[src/sv/rtnp_pkg.sv]
// ----------------------------------------------------------------------------
// rtnp_pkg: ringtone note parser shared definitions
// Character codes, phase encoding, register indexes, state and result
// structs, and the letter to semitone table.
// ----------------------------------------------------------------------------
package rtnp_pkg;

  // character codes
  localparam logic [7:0] CH_ZERO  = 8'h30;  // '0'
  localparam logic [7:0] CH_ONE   = 8'h31;  // '1'
  localparam logic [7:0] CH_NINE  = 8'h39;  // '9'
  localparam logic [7:0] CH_HASH  = 8'h23;  // '#'
  localparam logic [7:0] CH_DOT   = 8'h2e;  // '.'
  localparam logic [7:0] CH_COMMA = 8'h2c;  // ','
  localparam logic [7:0] CH_SEMI  = 8'h3b;  // ';'
  localparam logic [7:0] CH_CARET = 8'h5e;  // '^'
  localparam logic [7:0] CH_A     = 8'h61;  // 'a'
  localparam logic [7:0] CH_B     = 8'h62;
  localparam logic [7:0] CH_C     = 8'h63;
  localparam logic [7:0] CH_D     = 8'h64;
  localparam logic [7:0] CH_E     = 8'h65;
  localparam logic [7:0] CH_F     = 8'h66;
  localparam logic [7:0] CH_G     = 8'h67;  // 'g'
  localparam logic [7:0] CH_P     = 8'h70;  // 'p'

  // semitone codes
  localparam logic [7:0] PITCH_A     = 8'd9;
  localparam logic [7:0] PITCH_B     = 8'd11;
  localparam logic [7:0] PITCH_C     = 8'd0;
  localparam logic [7:0] PITCH_D     = 8'd2;
  localparam logic [7:0] PITCH_E     = 8'd4;
  localparam logic [7:0] PITCH_F     = 8'd5;
  localparam logic [7:0] PITCH_G     = 8'd7;
  localparam logic [7:0] PITCH_PAUSE = 8'd12;

  // configuration port
  localparam int unsigned CFG_IDX_W  = 2;
  localparam int unsigned CFG_DATA_W = 4;
  localparam logic [CFG_IDX_W-1:0] CFG_DEFAULT_DURATION = 2'd0;
  localparam logic [CFG_IDX_W-1:0] CFG_DEFAULT_OCTAVE   = 2'd1;
  localparam logic [3:0] DEFAULT_DURATION_RST = 4'd4;
  localparam logic [3:0] DEFAULT_OCTAVE_RST   = 4'd6;

  typedef enum logic [1:0] {
    PH_INITIAL  = 2'd0,
    PH_DURATION = 2'd1,
    PH_PITCH    = 2'd2,
    PH_OCTAVE   = 2'd3
  } phase_t;

  // per-song parser state
  typedef struct packed {
    phase_t     phase;
    logic [7:0] duration;
    logic [7:0] pitch;
    logic [3:0] octave;
    logic [7:0] count;
    logic       first_seen;
  } parse_state_t;

  // one result beat
  typedef struct packed {
    logic [7:0] duration;
    logic [7:0] pitch;
    logic [3:0] octave;
    logic [7:0] index;
    logic       song_end;
  } note_t;

  // letter to semitone, msb flags a valid letter
  function automatic logic [8:0] letter_pitch(input logic [7:0] c);
    logic [8:0] r;
    case (c)
      CH_A:    r = {1'b1, PITCH_A};
      CH_B:    r = {1'b1, PITCH_B};
      CH_C:    r = {1'b1, PITCH_C};
      CH_D:    r = {1'b1, PITCH_D};
      CH_E:    r = {1'b1, PITCH_E};
      CH_F:    r = {1'b1, PITCH_F};
      CH_G:    r = {1'b1, PITCH_G};
      CH_P:    r = {1'b1, PITCH_PAUSE};
      default: r = 9'd0;
    endcase
    return r;
  endfunction

endpackage

[src/sv/rtnp_step.sv]
// ----------------------------------------------------------------------------
// rtnp_step: one character step of the note parser
// Pure next-state and result logic for one character against the current
// parser state and the configured defaults.
// ----------------------------------------------------------------------------
module rtnp_step (
  input  logic [7:0]            char_i,
  input  rtnp_pkg::parse_state_t st_i,
  input  logic [3:0]            def_duration_i,
  input  logic [3:0]            def_octave_i,
  output rtnp_pkg::parse_state_t st_o,
  output logic                  res_vld_o,
  output rtnp_pkg::note_t       res_o
);
  import rtnp_pkg::*;

  logic       is_digit19;
  logic       is_digit09;
  logic       is_end;
  logic [8:0] letter;
  logic [7:0] digit_val;
  logic [7:0] dur_x10;
  logic [7:0] emit_dur;
  logic [3:0] emit_oct;

  // character classes
  assign is_digit19 = (char_i >= CH_ONE) && (char_i <= CH_NINE);
  assign is_digit09 = (char_i >= CH_ZERO) && (char_i <= CH_NINE);
  assign is_end     = (char_i == CH_SEMI) || (char_i == CH_CARET);
  assign letter     = letter_pitch(char_i);
  assign digit_val  = {4'd0, char_i[3:0]};
  assign dur_x10    = (st_i.duration << 3) + (st_i.duration << 1);

  // duration and octave of a completed note, zero takes the default
  assign emit_dur = (st_i.duration == 8'd0) ? {4'd0, def_duration_i} : st_i.duration;
  assign emit_oct = (st_i.octave == 4'd0) ? def_octave_i : st_i.octave;

  always_comb begin
    st_o      = st_i;
    res_vld_o = 1'b0;
    res_o     = '0;
    if (st_i.first_seen && is_end) begin
      // end of song: report count, drop partial note, start over
      res_vld_o     = 1'b1;
      res_o.index    = st_i.count;
      res_o.song_end = 1'b1;
      st_o           = '0;
    end else begin
      st_o.first_seen = 1'b1;
      case (st_i.phase)
        PH_INITIAL: begin
          st_o.duration = 8'd0;
          st_o.octave   = 4'd0;
          st_o.pitch    = 8'd0;
          if (is_digit19) begin
            st_o.duration = digit_val;
            st_o.phase    = PH_DURATION;
          end else if (letter[8]) begin
            st_o.pitch    = letter[7:0];
            st_o.duration = {4'd0, def_duration_i};
            st_o.phase    = PH_PITCH;
          end
        end
        PH_DURATION: begin
          if (is_digit19) begin
            st_o.duration = dur_x10 + digit_val;
          end else begin
            st_o.phase = PH_PITCH;
            if (letter[8]) begin
              st_o.pitch = letter[7:0];
            end
          end
        end
        PH_PITCH: begin
          if (char_i == CH_HASH) begin
            st_o.pitch = st_i.pitch + 8'd1;
          end else if (char_i == CH_DOT) begin
            st_o.duration = st_i.duration << 1;
          end else if (is_digit09) begin
            st_o.octave = char_i[3:0];
            st_o.phase  = PH_OCTAVE;
          end else if (char_i == CH_COMMA) begin
            // comma closes the note at once with the default octave
            res_vld_o      = 1'b1;
            res_o.duration = emit_dur;
            res_o.pitch    = st_i.pitch;
            res_o.octave   = def_octave_i;
            res_o.index    = st_i.count;
            st_o.duration  = emit_dur;
            st_o.octave    = def_octave_i;
            st_o.count     = st_i.count + 8'd1;
            st_o.phase     = PH_INITIAL;
          end
        end
        PH_OCTAVE: begin
          // any character but ';' or '^' closes the note and is consumed
          res_vld_o      = 1'b1;
          res_o.duration = emit_dur;
          res_o.pitch    = st_i.pitch;
          res_o.octave   = emit_oct;
          res_o.index    = st_i.count;
          st_o.duration  = emit_dur;
          st_o.octave    = emit_oct;
          st_o.count     = st_i.count + 8'd1;
          st_o.phase     = PH_INITIAL;
        end
        default: begin
          st_o = st_i;
        end
      endcase
    end
  end

endmodule

[src/sv/ringtone_note_parser_core.sv]
// ----------------------------------------------------------------------------
// ringtone_note_parser_core: ringtone note body parser
// Parses note characters into notes and end-of-song markers.
// ----------------------------------------------------------------------------
//  channel | direction | handshake        | payload
//  in_     | input     | in_valid/stall   | character
//  out_    | output    | out_valid/stall  | duration, pitch, octave, index, end
//  cfg_    | input     | cfg_valid/ready  | index, data (default dur/octave)
//
//  One character per cycle unless stalled: a beat sits in the input register,
//  the step logic updates parser state, and a result lands in the output
//  register; a stall can hold a character between the two registers.
//  A waiting result stalls only characters that would also make a result.
//  Synchronous active-low reset restores the defaults and clears the song.
// ----------------------------------------------------------------------------
module ringtone_note_parser_core (
  input  logic                               clk,
  input  logic                               rst_n,
  // input channel
  input  logic                               in_valid,
  output logic                               in_stall,
  input  logic [7:0]                         in_character,
  // result channel
  output logic                               out_valid,
  input  logic                               out_stall,
  output logic [7:0]                         out_note_duration,
  output logic [7:0]                         out_note_pitch,
  output logic [3:0]                         out_note_octave,
  output logic [7:0]                         out_note_index,
  output logic                               out_song_end,
  // configuration
  input  logic                               cfg_valid,
  output logic                               cfg_ready,
  input  logic [rtnp_pkg::CFG_IDX_W-1:0]     cfg_index,
  input  logic [rtnp_pkg::CFG_DATA_W-1:0]    cfg_data
);
  import rtnp_pkg::*;

  logic         in_vld_r, in_vld_nxt;
  logic [7:0]   in_char_r;
  logic         out_vld_r, out_vld_nxt;
  note_t        out_r;
  parse_state_t st_r, st_nxt;
  logic [3:0]   def_dur_r, def_oct_r;
  logic         step_vld;
  note_t        step_res;
  logic         out_free;
  logic         advance;
  logic         in_take;

  // step logic
  rtnp_step u_step (
    .char_i         (in_char_r),
    .st_i           (st_r),
    .def_duration_i (def_dur_r),
    .def_octave_i   (def_oct_r),
    .st_o           (st_nxt),
    .res_vld_o      (step_vld),
    .res_o          (step_res)
  );

  // flow control
  assign out_free  = !out_vld_r || !out_stall;
  assign advance   = in_vld_r && (!step_vld || out_free);
  assign in_stall  = in_vld_r && !advance;
  assign in_take   = in_valid && !in_stall;
  assign cfg_ready = 1'b1;

  assign in_vld_nxt  = in_take ? 1'b1 : (advance ? 1'b0 : in_vld_r);
  assign out_vld_nxt = (advance && step_vld) ? 1'b1 : (out_free ? 1'b0 : out_vld_r);

  // control registers
  always_ff @(posedge clk) begin
    if (!rst_n) begin
      in_vld_r  <= 1'b0;
      out_vld_r <= 1'b0;
      st_r      <= '0;
      def_dur_r <= DEFAULT_DURATION_RST;
      def_oct_r <= DEFAULT_OCTAVE_RST;
    end else begin
      in_vld_r  <= in_vld_nxt;
      out_vld_r <= out_vld_nxt;
      if (advance) begin
        st_r <= st_nxt;
      end
      if (cfg_valid && cfg_ready) begin
        case (cfg_index)
          CFG_DEFAULT_DURATION: def_dur_r <= cfg_data;
          CFG_DEFAULT_OCTAVE:   def_oct_r <= cfg_data;
          default: ;
        endcase
      end
    end
  end

  // payload registers
  always_ff @(posedge clk) begin
    if (in_take) begin
      in_char_r <= in_character;
    end
    if (advance && step_vld) begin
      out_r <= step_res;
    end
  end

  assign out_valid         = out_vld_r;
  assign out_note_duration = out_r.duration;
  assign out_note_pitch    = out_r.pitch;
  assign out_note_octave   = out_r.octave;
  assign out_note_index    = out_r.index;
  assign out_song_end      = out_r.song_end;

endmodule
[config.mk]
export PLATFORM = sky130hd
export DESIGN_NAME = ringtone_note_parser_core
export DESIGN_NICKNAME = d
export VERILOG_FILES = /design/src/sv/rtnp_pkg.sv /design/src/sv/rtnp_step.sv /design/src/sv/ringtone_note_parser_core.sv
export SDC_FILE = /design/constraint.sdc
export NUM_CORES = 1
export LEC_CHECK = 0
export BUFFER_PORTS_ARGS = -buffer_cell sky130_fd_sc_hd__buf_2
export CAP_MARGIN = 15
export CORE_MARGIN = 3
export CORE_UTILIZATION = 62
export CTS_BUF_LIST = sky130_fd_sc_hd__clkbuf_4 sky130_fd_sc_hd__clkbuf_8
export CTS_CLUSTER_DIAMETER = 40
export DETAILED_ROUTE_END_ITERATION = 8
export GPL_TIMING_DRIVEN = 0
export PLACE_DENSITY_LB_ADDON = 0.15
export SLEW_MARGIN = 20
export SYNTH_ARGS = -nofsm -noshare
export SYNTH_HDL_FRONTEND = slang
export SYNTH_HIERARCHICAL = 1
export SYNTH_SLANG_ARGS = --single-unit
export TNS_END_PERCENT = 10
[constraint.sdc]
create_clock -name clk -period 3.55 [get_ports clk]
set_clock_uncertainty 0.05 [all_clocks]
set_input_delay 0.355 -clock clk [delete_from_list [all_inputs] [get_ports clk]]
set_output_delay 0.355 -clock clk [all_outputs]
set_load 0.02 [all_outputs]
Word-level counts from Yosys, hierarchy flattened

Cells that the tools add are included.

Register bits: 78
Bits of input ports: 19

$add $sub $neg: 4
$lt $le $gt $ge: 3
Equal/unequal tests: 29
Mux-type cells: 44
Reductions and logical operators: 31

Operators by type and width:

| cell                | count |
|---|---|
| $mux 28             | 4 |
| $mux 8              | 10 |
| $eq 8x7->1 const B  | 9 |
| $pmux 9 s8          | 1 |
| $pmux 28 s2         | 1 |
| $pmux 10 s4         | 1 |
| $mux 12             | 3 |
| $eq 8x6->1 const B  | 4 |
| $mux 31             | 1 |
| $mux 10             | 3 |
| $pmux 8 s3          | 1 |
| $mux 18             | 1 |
| $add 8x1->8 const B | 2 |
| $ge 8x6->1 const B  | 2 |
| $pmux 8 s2          | 1 |
| $reduce_and 5->1    | 3 |
| $ne 3x1->1 const B  | 4 |
| $ne 4x1->1 const B  | 3 |
| $pmux 4 s3          | 1 |
| $reduce_and 6->1    | 2 |
| $mux 1              | 10 |
| $add 8x4->8         | 1 |
| $add 8x8->8         | 1 |
| $le 8x6->1 const B  | 1 |
| other kinds (18)    | 41 |

Logic depth before layout (Yosys ltp)

Word-level depth: 15
Gate-level depth with buffers: 12
Depth with buffers taken out: 11

Hierarchy

Netlist, hierarchy kept.

By module, submodules not included:

| module                    | instances | cells an instance | area an instance (sq um) | seq. area each (sq um) |
|---|---|---|---|---|
| ringtone_note_parser_core | 1         | 211               | 2782.7                   | 1931.9 |
| rtnp_step                 | 1         | 337               | 2190.9                   | 0.0 |

Worst setup path before layout

OpenSTA, ideal clock, no wires.

Path type: flip-flop to flip-flop
Start: reg in_char_r[3]
End: reg st_r[28] (netlist name)
Setup time: 0.072 ns
Data arrival time: 2.523 ns
Data required time: 3.428 ns
Slack: 0.905 ns
Cell stages (with the launch flop): 13
Buffers on the path: 1
Clock period less this slack: 2.645 ns
Path through: edfxtp_1 > clkbuf_1 > inv_1 > fa_1 > inv_1 > ha_1 > a211oi_1 > o21bai_1 > a21oi_1 > xnor2_1 > o211ai_2 > nand2_1 > mux2i_1

RTL lines:

| what                   | RTL line                        | RTL |
|---|---|---|
| from (decl)            | ringtone_note_parser_core.sv:40 | `logic [7:0] in_char_r;` |
| from (signal assigned) | ringtone_note_parser_core.sv:99 | `in_char_r <= in_character;` |
| to (signal assigned)   | ringtone_note_parser_core.sv:84 | `st_r <= st_nxt;` |
| to (decl)              | ringtone_note_parser_core.sv:43 | `parse_state_t st_r, st_nxt;` |

Worst setup path after layout

Start: reg in_char_r[1]
End: out in_stall

Cells in the longest elaborated chain, start to end: 12
Elaborated cells on any way between the ends: 21

Ends and longest elaborated chain:

| what                                               | RTL line                         | RTL |
|---|---|---|
| $ge 8x6->1, or another cell as far along           | rtnp_step.sv:28                  | `assign is_digit09 = (char_i >= CH_ZERO) && (char_i <= CH_NINE);` |
| $logic_and 1x1->1 / $mux 1 (equally long branches) | rtnp_step.sv:28, rtnp_step.sv:82 |  |
| $mux 1                                             | rtnp_step.sv:79                  | `end else if (is_digit09) begin` |
| $mux 1                                             | rtnp_step.sv:77                  | `end else if (char_i == CH_DOT) begin` |
| $mux 1                                             | rtnp_step.sv:75                  | `if (char_i == CH_HASH) begin` |
| $pmux 1 s2                                         | rtnp_step.sv:50                  | `case (st_i.phase)` |
| $mux 1 (*)                                         | rtnp_step.sv:42                  | `if (st_i.first_seen && is_end) begin` |
| named net step_vld                                 | ringtone_note_parser_core.sv:45  | `logic step_vld;` |
| $logic_not 1->1 (*)                                | ringtone_note_parser_core.sv:64  | `assign advance = in_vld_r && (!step_vld \|\| out_free);` |
| $logic_or 1x1->1 (*)                               | ringtone_note_parser_core.sv:64  |  |
| $logic_and 1x1->1 (*)                              | ringtone_note_parser_core.sv:64  |  |
| $logic_not 1->1 (*)                                | ringtone_note_parser_core.sv:65  | `assign in_stall = in_vld_r && !advance;` |
| $logic_and 1x1->1 (*)                              | ringtone_note_parser_core.sv:65  |  |
| to (decl)                                          | ringtone_note_parser_core.sv:21  | `output logic in_stall,` |

Mark *: on every way through the listed nets, which the timed path passes. The rest lies on a longest branch.

==> impl_results.md <==
* Status: finished, final reports clean
* RePlAce Congestion at 0.988
* Syn-to-layout area delta at 12.4%
* Synth Instances at about 550
* R2R cell count at 8
* Max-cap violations at 0
* Post-synth top cells: nand2_1, mux2i_1, dfxtp_1
* Flops & latches, synth at 78
* Ys flop type: dfxtp_1
* Root buffer cell: clkbuf_8
* Vias in the first global route at between 4k and 5k
* Hold Crit Depth at 1
* Htree depth at 3
* Skew-Pair Late Insertion Delay at roughly 0.35 ns
* Top post-synthesis cells by area: edfxtp_1, dfxtp_1, mux2i_1
* Layout Nets at 641
* CP arrival at ~2.8 ns
* HP Class: input pin to register
* Sequential share of the synthesized area at 0.388
* CTS tree: yes
* DR vias/cell at 6.36
* Power density cells at 349 nW/um^2
* Syn_area_per_cell at between 9 and 10 um^2
* Fin. Hold Viols at 0
* Layout cells sized above 1 at 0.167
* Area leader, netlist: edfxtp_1
* R2R Path End: out_note_pitch[0]$_DFFE_PP_
* Async set or reset register ratio after synthesis at 0
* Leakage at 1.94 nW
* Reg2reg start: in_char_r[1]$_DFFE_PP_
* Crit Path Class: register to output pin
* CTS Sinks at between 70 and 80
* DRT antenna net count at 0
* Worst Hold End: in_char_r[3]$_DFFE_PP_
* TNS Setup at 0 ns
* Flop-to-flop setup slack at 0.43 ns
* Num rows at 32
* Crit path capture type: output pin
* Violation count after the first detailed-route iteration at between 400 and 500
* Yosys cell types at between 80 and 90
* Peak Freq at around 310 MHz
* First-pass GRT wire length at 21500 um
* Final setup viols at 0
* Hold_sp: in_character[3]
* Starting density of the core at 0.640
* IO Port Bufs at between 40 and 50
* Drc violations at 0
* Clk pin slew, worst setup/hold paths at roughly 0.08 ns
* Netlist Area Pre-Place at ~5000 um^2
* Synth Warn # at 6
* Final Cell Area at 5590 um^2
* Drt pass-1 iters at 5
* Most common cell in the netlist: nand2_1
* Slew Limit Fails at 0
* CP max FO at 11
* Core box area at 7770 um^2
* Slew @ Worst Pin at a little over 0.7 ns
* Worst rel slew slack at 0.523
* GRT Util Overall at 0.308
* Largest net degree at the start of global routing at 30
* Post-synth EDFFs at 37
* Dpl cell area at 5340 um^2
* Antenna violations before repair at 0
* Yosys top cell area share at 0.223
* Antenna cells at 0
* Critical Path Source Type: register
* Die H at 95.6 um
* Detailed placer's ending HPWL at ~9600 um
* Via count at around 4.5k
* Period utilisation layout at 0.899
* Num CTS Buffers at 9
* Per-cell routed wire length at about 19 um
* Deepest clock path buffer count at 2
* # Post-CTS Setup Buffers at 0
* GRT overflow at 0
* Dpl cells at between 600 and 700
* Peak VDD IR at 0.000339 V
* WP data required at about 3.1 ns
* Syn_nets at between 500 and 600
* IO Pins at 51
* Die Wd at roughly 96 um
* Total Wirelength at around 13000 um
* RSZ-0062 raised after global routing: false
* Tmin final at roughly 3.2 ns
* Overall power at between 1.5 and 2 mW
* Non-Filler Instances at around 710
* Fill cell count at roughly 600
* Die area at 9130 um^2
==> routing by layer <==
metal	share of wire	GRT usage	up-vias	wire, um
met5	0	0	-	0
met1	0.42	0.394	2137	5630
met4	0.029	0.130	0	390
li1	-	-	2097	-
met2	0.47	0.507	272	6310
met3	0.087	0.0568	37	1170
==> metrics by stage <==
| stage | worst slack [ns] | utilization | hold slack (ns) |
|---|---|---|---|
| final | 0.359 | 0.720 | 0.122 |
| after global routing | 0.169 | 0.720 | 0.103 |
| after CTS | 0.239 | 0.719 | 0.115 |
| after detailed placement | 0.305 | 0.688 | 0.405 |
| after global placement | 0.377 | 0.688 | 0.393 |
| after floorplan | 0.905 | - | 0.384 |
==> worst max-delay path by stage <==
stage	startpoint	endpoint	slack (ns)	cells after the start
after floorplan	in_char_r[3]$_DFFE_PP_	st_r[28]$_SDFFE_PN0P_	0.91	12
after global placement	in_char_r[1]$_DFFE_PP_	out_note_duration[1]$_DFFE_PP_	0.38	8
after detailed placement	in_char_r[1]$_DFFE_PP_	out_note_duration[1]$_DFFE_PP_	0.30	8
after CTS	in_char_r[1]$_DFFE_PP_	in_stall	0.24	10
after global routing	in_char_r[1]$_DFFE_PP_	in_stall	0.17	10
final	in_char_r[1]$_DFFE_PP_	in_stall	0.36	10
==> cell families (layout without fill, tap and decap cells) <==
| logic type | Yosys count | after routing | synth area share |
|---|---|---|---|
| and+or+nand+nor | 233 | 233 | 0.248 |
| AOI/OAI and AO/OA | 107 | 107 | 0.146 |
| DFF | 78 | 78 | 0.388 |
| buffers and inverters | 52 | 116 | 0.0528 |
| muxes | 47 | 47 | 0.0964 |
| adders and majority gates | 15 | 15 | 0.0408 |
| xor gates and xnor gates | 15 | 15 | 0.0264 |
| other | 1 | 1 | 0.000754 |
==> area by class of cell <==
type                            count  area [um^2]  share of cell area
Inverter                           13         48.8             0.00873
Sequential cell                    78         1930               0.346
Timing Repair Buffer               48          240              0.0430
Multi-Input combinational cell    418         2780               0.498
Clock inverter                      7          121              0.0217
Clock buffer                        9          124              0.0222
Buffer                             39          214              0.0383
Tap cell                          102          128              0.0228
==> repair_timing <==
item,in CTS,in global routing
setup endpoints to repair,0,1
resized for setup,0,1
hold buffers,0,0
endpoints found under the hold margin,0,0
==> placed cells by master (no fill, tap or decap), types with 3 or more instances in the layout <==
master	count
a211oi_1	4
xnor2_1	9
a31o_2	3
o22ai_1	3
nor2_1	25
nor4b_1	3
edfxtp_1	37
o21a_1	7
xor2_1	6
nand3_1	17
nand4b_1	3
buf_8	3
buf_2	57
o21ai_1	6
o21ai_0	20
nand2_1	99
and3_1	7
bufinv_16	3
a21boi_0	4
and2_1	22
nand2b_1	3
clkbuf_1	20
a21oi_1	20
a31oi_1	6
ha_1	13
clkbuf_8	9
a22oi_1	8
buf_1	3
nor2b_1	10
mux2i_1	43
nor4_1	8
dfxtp_1	41
nor3_1	6
inv_1	11
or3_1	3
==> power breakdown <==
group / internal (mW) / leakage (nW) / switching, mW / total, mW
Combinational: 0.0649 / 1.21 / 0.103 / 0.168
Clock: 0.471 / 0.124 / 0.352 / 0.823
Sequential: 0.948 / 0.614 / 0.0137 / 0.962
Total: 1.48 / 1.94 / 0.469 / 1.95
==> critical path, cell delays in order, from the launching register on <==
cell      delay, ns
edfxtp_1       0.43
buf_2          0.20
nor4bb_1       0.26
buf_2          0.27
nand2_1        0.12
inv_2          0.15
o21ai_1        0.19
nand2_2        0.33
nand2_1        0.11
nor2_1         0.17
buf_2          0.20
==> state kept, by name (all words and copies together) (netlist names) <==
signal	flops
out_valid	1
in_vld_r	1
out_note_duration	8
out_note_index	8
out_note_pitch	8
def_oct_r	4
def_dur_r	4
out_note_octave	4
out_song_end	1
in_char_r	8
st_r	31
(Power assumes the default switching activity.)
